[src/rtl/core/keyed_fifo_with_cancel_macros.svh]
// Assertion helpers used by the RTL.
`ifndef KEYED_FIFO_WITH_CANCEL_MACROS_SVH
`define KEYED_FIFO_WITH_CANCEL_MACROS_SVH

// Same-cycle implication.
`define KFC_ASSERT_IMP(lbl, clk, rst_n, ante, cons) \
	lbl: assert property (@(posedge clk) disable iff (!rst_n) (ante) |-> (cons)) \
		else $error("keyed fifo: same-cycle check failed");

// Next-cycle implication.
`define KFC_ASSERT_NXT(lbl, clk, rst_n, ante, cons) \
	lbl: assert property (@(posedge clk) disable iff (!rst_n) (ante) |=> (cons)) \
		else $error("keyed fifo: next-cycle check failed");

`endif

[src/rtl/core/kfifo_pkg.sv]
package kfifo_pkg;

	localparam int DEPTH  = 16;
	localparam int FILL_W = $clog2(DEPTH + 1);

	localparam int CMD_W  = 2;
	localparam int ID_W   = 32;
	localparam int CUST_W = 32;
	localparam int COST_W = 24;
	localparam int CNT_W  = 5;
	localparam int STAT_W = 3;

	localparam int IN_DATA_W  = ((ID_W + CUST_W + COST_W + CNT_W + 7) / 8) * 8;
	localparam int OUT_DATA_W = ((ID_W + CUST_W + COST_W + 7) / 8) * 8;
	localparam int OUT_USER_W = STAT_W + 1;
	localparam int CMP_W      = (FILL_W > CNT_W) ? FILL_W : CNT_W;

	typedef enum logic [CMD_W-1:0] {
		CMD_INSERT,
		CMD_UPDATE,
		CMD_CANCEL,
		CMD_PROCESS
	} cmd_t;

	typedef enum logic [STAT_W-1:0] {
		STAT_INSERTED,
		STAT_UPDATED,
		STAT_NOT_FOUND,
		STAT_EMPTY,
		STAT_FULL,
		STAT_POPPED,
		STAT_NONE
	} status_t;

	typedef enum logic {
		FSM_IDLE,
		FSM_POP
	} fsm_t;

	typedef struct packed {
		logic [ID_W-1:0]   order_id;
		logic [CUST_W-1:0] customer_no;
		logic [COST_W-1:0] cost_cents;
	} entry_t;

	typedef struct packed {
		logic shift;
		logic load;
		logic upd;
	} cell_ctrl_t;

	typedef struct packed {
		status_t status;
		logic    ran_out;
		logic    last;
		entry_t  ent;
	} result_t;

endpackage

[src/rtl/core/kfifo_cell.sv]
module kfifo_cell (
	input  logic                              clk,
	input  kfifo_pkg::cell_ctrl_t             ctrl,
	input  logic                              occ,
	input  logic [kfifo_pkg::ID_W-1:0]        key,
	input  logic [kfifo_pkg::CUST_W-1:0]      cust_in,
	input  logic [kfifo_pkg::COST_W-1:0]      cost_in,
	input  kfifo_pkg::entry_t                 next_ent,
	output kfifo_pkg::entry_t                 ent,
	output logic                              hit
);

	kfifo_pkg::entry_t ent_q;

	// shift takes the neighbor toward the tail; load appends; upd rewrites payload
	always_ff @(posedge clk) begin
		if (ctrl.shift) begin
			ent_q <= next_ent;
		end else if (ctrl.load) begin
			ent_q.order_id    <= key;
			ent_q.customer_no <= cust_in;
			ent_q.cost_cents  <= cost_in;
		end else if (ctrl.upd) begin
			ent_q.customer_no <= cust_in;
			ent_q.cost_cents  <= cost_in;
		end
	end

	assign ent = ent_q;
	assign hit = occ && (ent_q.order_id == key);

endmodule

[src/rtl/core/keyed_fifo_with_cancel.sv]
// Insert, update-only and cancel: result registered in the cycle after the transaction is
// accepted; one such command per cycle while the output is taken.
// Process popping n entries: after accept, results come one per cycle while the output is
// taken, as the cells shift the head out per pop; no input is taken until the last pop.
// Reset (arst_n low) empties the queue and clears the output; entry storage is not cleared.
`include "keyed_fifo_with_cancel_macros.svh"

module keyed_fifo_with_cancel (
	input  logic                                 clk,
	input  logic                                 arst_n,
	input  logic                                 s_tvalid,
	output logic                                 s_tready,
	// order_id, customer_no, cost_cents, count, zero pad
	input  logic [kfifo_pkg::IN_DATA_W-1:0]      s_tdata,
	// cmd
	input  logic [kfifo_pkg::CMD_W-1:0]          s_tuser,
	output logic                                 m_tvalid,
	input  logic                                 m_tready,
	// out_order_id, out_customer_no, out_cost_cents, zero pad
	output logic [kfifo_pkg::OUT_DATA_W-1:0]     m_tdata,
	// status, ran_out
	output logic [kfifo_pkg::OUT_USER_W-1:0]     m_tuser,
	output logic                                 m_tlast
);

	localparam int DEPTH  = kfifo_pkg::DEPTH;
	localparam int FILL_W = kfifo_pkg::FILL_W;
	localparam int ID_W   = kfifo_pkg::ID_W;
	localparam int CUST_W = kfifo_pkg::CUST_W;
	localparam int COST_W = kfifo_pkg::COST_W;
	localparam int CNT_W  = kfifo_pkg::CNT_W;
	localparam int CMP_W  = kfifo_pkg::CMP_W;

	kfifo_pkg::fsm_t    fsm_q, fsm_d;
	logic [FILL_W-1:0]  fill_q, fill_d;
	logic [FILL_W-1:0]  rem_q, rem_d;
	logic               ro_q, ro_d;
	logic               out_vld_q;
	kfifo_pkg::result_t out_q, out_d;
	logic               out_load;
	logic               out_free;
	logic               accept;
	logic               pop_go;

	kfifo_pkg::cmd_t    in_cmd;
	logic [ID_W-1:0]    in_id;
	logic [CUST_W-1:0]  in_cust;
	logic [COST_W-1:0]  in_cost;
	logic [CNT_W-1:0]   in_cnt;

	kfifo_pkg::entry_t     ents [DEPTH];
	kfifo_pkg::cell_ctrl_t ctrl [DEPTH];
	logic [DEPTH-1:0]      hit;
	logic [DEPTH-1:0]      occ;
	logic [DEPTH-1:0]      first_hit;
	logic [DEPTH-1:0]      rm_mask;
	logic [DEPTH-1:0]      tail_sel;
	logic [DEPTH-1:0]      shift_v, load_v, upd_v;
	kfifo_pkg::entry_t     sel_ent;
	logic                  any_hit;
	logic                  is_full;
	logic                  is_empty;

	assign in_cmd  = kfifo_pkg::cmd_t'(s_tuser);
	assign in_id   = s_tdata[ID_W-1:0];
	assign in_cust = s_tdata[ID_W +: CUST_W];
	assign in_cost = s_tdata[ID_W+CUST_W +: COST_W];
	assign in_cnt  = s_tdata[ID_W+CUST_W+COST_W +: CNT_W];

	assign out_free = !out_vld_q || m_tready;
	assign s_tready = (fsm_q == kfifo_pkg::FSM_IDLE) && out_free;
	assign accept   = s_tvalid && s_tready;
	assign pop_go   = (fsm_q == kfifo_pkg::FSM_POP) && out_free;

	assign is_full  = (fill_q == FILL_W'(DEPTH));
	assign is_empty = (fill_q == '0);
	assign any_hit  = |hit;

	// lowest matching slot, and every slot from it toward the tail
	assign first_hit = hit & (~hit + 1'b1);
	assign rm_mask   = ~(first_hit - 1'b1);

	always_comb begin
		sel_ent = '0;
		for (int i = 0; i < DEPTH; i++) begin
			occ[i]      = (FILL_W'(i) < fill_q);
			tail_sel[i] = (fill_q == FILL_W'(i));
			if (first_hit[i]) begin
				sel_ent = sel_ent | ents[i];
			end
		end
	end

	for (genvar g = 0; g < DEPTH; g++) begin : g_cell
		kfifo_pkg::entry_t nxt;

		if (g == DEPTH - 1) begin : g_end
			assign nxt = '0;
		end else begin : g_mid
			assign nxt = ents[g+1];
		end

		assign ctrl[g].shift = shift_v[g];
		assign ctrl[g].load  = load_v[g];
		assign ctrl[g].upd   = upd_v[g];

		kfifo_cell u_cell (
			.clk      (clk),
			.ctrl     (ctrl[g]),
			.occ      (occ[g]),
			.key      (in_id),
			.cust_in  (in_cust),
			.cost_in  (in_cost),
			.next_ent (nxt),
			.ent      (ents[g]),
			.hit      (hit[g])
		);
	end

	always_comb begin
		fsm_d    = fsm_q;
		fill_d   = fill_q;
		rem_d    = rem_q;
		ro_d     = ro_q;
		shift_v  = '0;
		load_v   = '0;
		upd_v    = '0;
		out_load = 1'b0;
		out_d         = '0;
		out_d.status  = kfifo_pkg::STAT_NONE;
		out_d.last    = 1'b1;

		unique case (fsm_q)
			kfifo_pkg::FSM_IDLE: begin
				if (accept) begin
					unique case (in_cmd) inside
						kfifo_pkg::CMD_INSERT, kfifo_pkg::CMD_UPDATE: begin
							out_load = 1'b1;
							if (any_hit) begin
								upd_v        = first_hit;
								out_d.status = kfifo_pkg::STAT_UPDATED;
							end else if (in_cmd == kfifo_pkg::CMD_UPDATE) begin
								out_d.status = kfifo_pkg::STAT_NOT_FOUND;
							end else if (is_full) begin
								out_d.status = kfifo_pkg::STAT_FULL;
							end else begin
								load_v       = tail_sel;
								fill_d       = fill_q + 1'b1;
								out_d.status = kfifo_pkg::STAT_INSERTED;
							end
						end
						kfifo_pkg::CMD_CANCEL: begin
							out_load = 1'b1;
							if (is_empty) begin
								out_d.status = kfifo_pkg::STAT_EMPTY;
							end else if (!any_hit) begin
								out_d.status = kfifo_pkg::STAT_NOT_FOUND;
							end else begin
								shift_v      = rm_mask;
								fill_d       = fill_q - 1'b1;
								out_d.status = kfifo_pkg::STAT_POPPED;
								out_d.ent    = sel_ent;
							end
						end
						kfifo_pkg::CMD_PROCESS: begin
							if (is_empty) begin
								out_load     = 1'b1;
								out_d.status = kfifo_pkg::STAT_EMPTY;
							end else if (in_cnt == '0) begin
								out_load     = 1'b1;
								out_d.status = kfifo_pkg::STAT_NONE;
							end else begin
								fsm_d = kfifo_pkg::FSM_POP;
								ro_d  = (CMP_W'(in_cnt) > CMP_W'(fill_q));
								rem_d = ro_d ? fill_q : FILL_W'(in_cnt);
							end
						end
						default: begin
							out_load = 1'b0;
						end
					endcase
				end
			end
			kfifo_pkg::FSM_POP: begin
				if (pop_go) begin
					shift_v       = '1;
					fill_d        = fill_q - 1'b1;
					rem_d         = rem_q - 1'b1;
					out_load      = 1'b1;
					out_d.status  = kfifo_pkg::STAT_POPPED;
					out_d.ent     = ents[0];
					out_d.ran_out = ro_q;
					out_d.last    = (rem_q == FILL_W'(1));
					if (rem_q == FILL_W'(1)) begin
						fsm_d = kfifo_pkg::FSM_IDLE;
					end
				end
			end
			default: begin
				fsm_d = kfifo_pkg::FSM_IDLE;
			end
		endcase
	end

	always_ff @(posedge clk or negedge arst_n) begin
		if (!arst_n) begin
			fsm_q     <= kfifo_pkg::FSM_IDLE;
			fill_q    <= '0;
			rem_q     <= '0;
			ro_q      <= 1'b0;
			out_vld_q <= 1'b0;
		end else begin
			fsm_q  <= fsm_d;
			fill_q <= fill_d;
			rem_q  <= rem_d;
			ro_q   <= ro_d;
			if (out_load) begin
				out_vld_q <= 1'b1;
			end else if (m_tready) begin
				out_vld_q <= 1'b0;
			end
		end
	end

	always_ff @(posedge clk) begin
		if (out_load) begin
			out_q <= out_d;
		end
	end

	assign m_tvalid = out_vld_q;
	assign m_tdata  = kfifo_pkg::OUT_DATA_W'({out_q.ent.cost_cents, out_q.ent.customer_no,
		out_q.ent.order_id});
	assign m_tuser  = {out_q.ran_out, out_q.status};
	assign m_tlast  = out_q.last;

	`KFC_ASSERT_IMP(a_fill_bound, clk, arst_n, 1'b1, fill_q <= FILL_W'(DEPTH))
	`KFC_ASSERT_IMP(a_pop_nonempty, clk, arst_n, fsm_q == kfifo_pkg::FSM_POP,
		(fill_q != '0) && (rem_q != '0) && (rem_q <= fill_q))
	`KFC_ASSERT_NXT(a_pop_drains, clk, arst_n, pop_go, fill_q == $past(fill_q) - 1'b1)
	`KFC_ASSERT_IMP(a_single_last, clk, arst_n,
		out_vld_q && (out_q.status != kfifo_pkg::STAT_POPPED), out_q.last && !out_q.ran_out)
	`KFC_ASSERT_IMP(a_hit_onehot, clk, arst_n, 1'b1, $onehot0(first_hit) && ((hit & ~occ) == '0))

endmodule

[config.mk]
export PLATFORM = sky130hd
export DESIGN_NAME = keyed_fifo_with_cancel
export DESIGN_NICKNAME = d
export VERILOG_FILES = /design/src/rtl/core/kfifo_pkg.sv /design/src/rtl/core/kfifo_cell.sv /design/src/rtl/core/keyed_fifo_with_cancel.sv
export VERILOG_INCLUDE_DIRS = /design/src /design/src/rtl/core
export SDC_FILE = /design/constraint.sdc
export NUM_CORES = 2
export LEC_CHECK = 0
export ABC_CLOCK_PERIOD_IN_PS = 12160
export BUFFER_PORTS_ARGS = -buffer_cell sky130_fd_sc_hd__buf_2
export CORE_MARGIN = 5
export CORE_UTILIZATION = 50
export DETAILED_ROUTE_END_ITERATION = 8
export HOLD_SLACK_MARGIN = 0.06
export PLACE_DENSITY = 0.68
export SLEW_MARGIN = 20
export SYNTH_ARGS = -nofsm -noshare
export SYNTH_HDL_FRONTEND = slang
export SYNTH_SLANG_ARGS = --single-unit
[constraint.sdc]
create_clock -name clk -period 12.16 [get_ports clk]
set_input_delay 2.432 -clock clk [delete_from_list [all_inputs] [get_ports clk]]
set_output_delay 2.432 -clock clk [all_outputs]
set_load 0.05 [all_outputs]
==> metrics.csv <==
stage,metric,value,unit
global_route,initial antenna violation count,23,
drt,WL/cell,35.7,um
logic_synthesis,Mapped Avg Cell Area,12.6,sq um
pwr,switching power,8.12,mW
worst_setup_path,CP endpoint kind,flop,
cells_and_area,P&R area growth vs syn,9.90,%
logic_synthesis,mapped cell area,83200,sq um
drt,vias per cell,6.96,
logic_synthesis,top_reg_cell synth,edfxtp_1,
floorplanning,Core Area,165000,sq um
placement,Post-DP HPWL,196000,um
drt,Detailed Route Iter0 Violations,9515,
pwr,P_int,13.7,mW
timing,final slew viol count,0,
logic_synthesis,Yosys Warn Count,0,
cells_and_area,most frequent cells in the layout,"edfxtp_1 (1413), mux2_2 (1078), nand2_1 (426), xnor2_1 (341), a21oi_1 (243)",
cells_and_area,Layout Utilization,0.553,
global_route,first-pass GRT wire length,444000,um
floorplanning,die height,418,um
global_route,pin count of the biggest net entering global routing,90,
clocking,CTS tree,done,
clocking,Resize count post-CTS,0,
timing,Finish-stage setup viols,0,
drt,First-pass DRT Iterations,8,
global_route,Total Routing Usage GR,0.351,
timing,Slew headroom,0.221,
floorplanning,Initial Util,0.503,
logic_synthesis,asr flop ratio synth,0.00859,
cells_and_area,"commonest non-fill, non-tap cell in the layout",edfxtp_1,
pwr,sequential share of power,0.429,
drt,# DRC,0,
timing,post-layout minimum cycle time,8.39,ns
logic_synthesis,Yosys top cell by area,edfxtp_1,
pwr,sw frac,0.373,
pwr,Worst VDD drop,0.214,mV
run_status,status,completed,
pwr,Clock power frac,0.245,
logic_synthesis,"FF+latch count, synth",1514,
logic_synthesis,Synth cell types,76,
worst_setup_path,CP Launch Type,input pin,
drt,antenna-violating nets left,0,
global_route,remaining global-route overflow,0,
clocking,Clock Path Buffers,3,
timing,Final Hold Viols,0,
cells_and_area,Fillers,13798,
logic_synthesis,sequential element share of the synthesized area,0.535,
placement,RePlAce Congestion,1.03,
cells_and_area,design area,91400,sq um
worst_setup_path,crit-path max FO,89,
floorplanning,# IOs,197,
timing,Setup TNS,0,ns
timing,final hold slack,0.501,ns
cells_and_area,area occupied by multi-input gates,35600,sq um
worst_setup_path,R2R Path Start,fill_q[1],
pwr,Comb pwr share,0.326,
timing,Worst Tran Pin Value,1.17,ns
min_path,Hold Crit Class,flop to flop,
timing,period utilization,0.690,
clocking,cts bufs inserted,169,
cells_and_area,sequential cell area,44500,sq um
pwr,Pleak,30.8,nW
job,max-cap violations,0,
clocking,Hold Buf Count CTS,0,
pwr,PD cells,239,nW/um^2
floorplanning,Die Width,418,um
clocking,post-CTS setup buffer count,0,
worst_setup_path,Crit path required time,12.66,ns
timing,clock skew,0.0699,ns
clocking,H-tree depth reported by CTS,4,
drt,final wirelength,317000,um
drt,Vias,61876,
logic_synthesis,Post-synth EDFFs,1413,
worst_setup_path,Worst EP arrival,8.89,ns
timing,RSZ-0062 raised after global routing,false,
min_path,Hold Startpoint,ro_q,
clocking,"Reg clk slew, reported paths",0.06,ns
worst_setup_path,crit path kind,input pin to flop,
worst_setup_path,Worst Setup SP,s_tdata[31],
placement,PortBufs,193,
floorplanning,row count,149,
logic_synthesis,Synthesized Nets,6734,
global_route,number of global-route vias before repair,59001,
logic_synthesis,"top cells by area, synth","edfxtp_1 (51%), mux2_2 (15%), xnor2_1 (3.6%)",
timing,FMAX,0.119,GHz
logic_synthesis,Yosys top cell area share,0.510,
logic_synthesis,cells after synthesis,6620,
clocking,Skew-Pair Late Insertion Delay,0.85,ns
cells_and_area,NumNets Final,6646,
placement,placed cell areas,85600,sq um
floorplanning,Die ar.,175000,sq um
cells_and_area,layout cells sized above 1,0.279,
clocking,clk sinks,1514,
clocking,Clock Root Buffer,clkbuf_16,
path summary, 6_finish.rpt:
path,to,slack (ns),cells past startpoint
worst max-delay path,g_cell[12].u_cell.ent[39],3.77,15
worst min-delay path,ro_q,0.50,1
worst max register to register,g_cell[12].u_cell.ent[39],4.13,14
worst min register to register,ro_q,0.50,1
max in group asynchronous,fsm_q,10.43,1
min in group asynchronous,rem_q[1],1.48,1
metal layers:
metal	vias to the layer above	share of wire	wire length, um	global-route usage
met5	-	0.00016	52	0
met4	8	0.064	20400	0.187
met3	992	0.13	40500	0.0962
met2	4635	0.43	138000	0.522
met1	30951	0.37	119000	0.471
li1	25290	-	-	-
stage by stage:
| step | std cells | power (mW) | worst slack (ns) |
|---|---|---|---|
| 3_3_place_gp | 8549 | 16.1 | 3.11 |
| 5_1_grt | 8876 | 22.3 | 3.71 |
| 4_1_cts | 8867 | 21.6 | 3.97 |
| 2_1_floorplan | 6620 | 13.5 | 0.455 |
| 3_5_place_dp | 8550 | 16.3 | 3.10 |
| 6_report | 8885 | 21.8 | 3.77 |
cell families after synthesis:
kind of cell,after synthesis,share of synthesized area
flip-flops,1514,0.535
multiplexers,1447,0.198
AND/OR/NAND/NOR,1412,0.0869
AO/OA/AOI/OAI,983,0.0827
buffers and inverters,742,0.0415
XOR/XNOR,510,0.0537
adder cells (fa/ha/maj),12,0.00181
power groups by stage:
stage               clock network [mW]  logic (mW)  registers (mW)
finish                            5.35        7.10            9.35
floorplan                            0        4.22            9.32
global placement                     0        6.81            9.33
detailed placement                   0        6.89            9.38
global route                      5.60        7.24            9.47
CTS                               5.37        6.91            9.30
worst max-delay path, cell delays in order:
cell and delay, ns:
buf_2 0.27, xnor2_1 0.79, nand4_1 0.17, or4_1 0.55
buf_4 0.32, nor3_1 0.72, nor3_1 0.26, and4_1 0.24
buf_4 0.29, o21ai_4 0.23, buf_12 0.58, a31o_2 0.20
buf_4 0.49, a31o_4 0.76, buf_4 0.43
Yosys cell counts, drive strengths merged, types with 4 or more instances:
master   count
and4b        4
dfxtp       88
o32ai       32
a31oi      123
o21ai       93
o22ai       33
o21a         6
ha          12
a21oi      245
a31o         5
a222oi      32
nor3b       34
a211oi      36
or3          6
o211ai       9
nand2b      15
or2          4
buf        300
dfrtp       13
and3        66
nor4       162
a211o       36
nand4      148
or4         12
a22oi      114
xor2       169
nand3      193
nor2b        5
inv        111
mux2i      125
nand4b      15
xnor2      341
nor2       183
nand2      431
nor3        93
and2         6
nor4b       15
clkbuf     331
and4        10
o2111ai      4
a221oi     170
edfxtp    1413
a22o        32
mux2      1322
a21o         6
layout make-up:
cell class,instances,share of cell area
Inverter,111,0.00456
Multi-Input combinational cell,4364,0.389
Antenna cell,18,0.000493
Tap cell,2189,0.0300
Clock buffer,233,0.0518
Clock inverter,84,0.0109
Timing Repair Buffer,372,0.0259
Sequential cell,1514,0.487
state kept, by name, summed over array words and instances, names as in the netlist:
signal / cells
g_cell.u_cell.ent: 1408
m_tdata: 88
fill_q: 5
rem_q: 5
m_tuser: 4
fsm_q: 1
m_tlast: 1
m_tvalid: 1
ro_q: 1
Power figures use the tool's default switching activity.
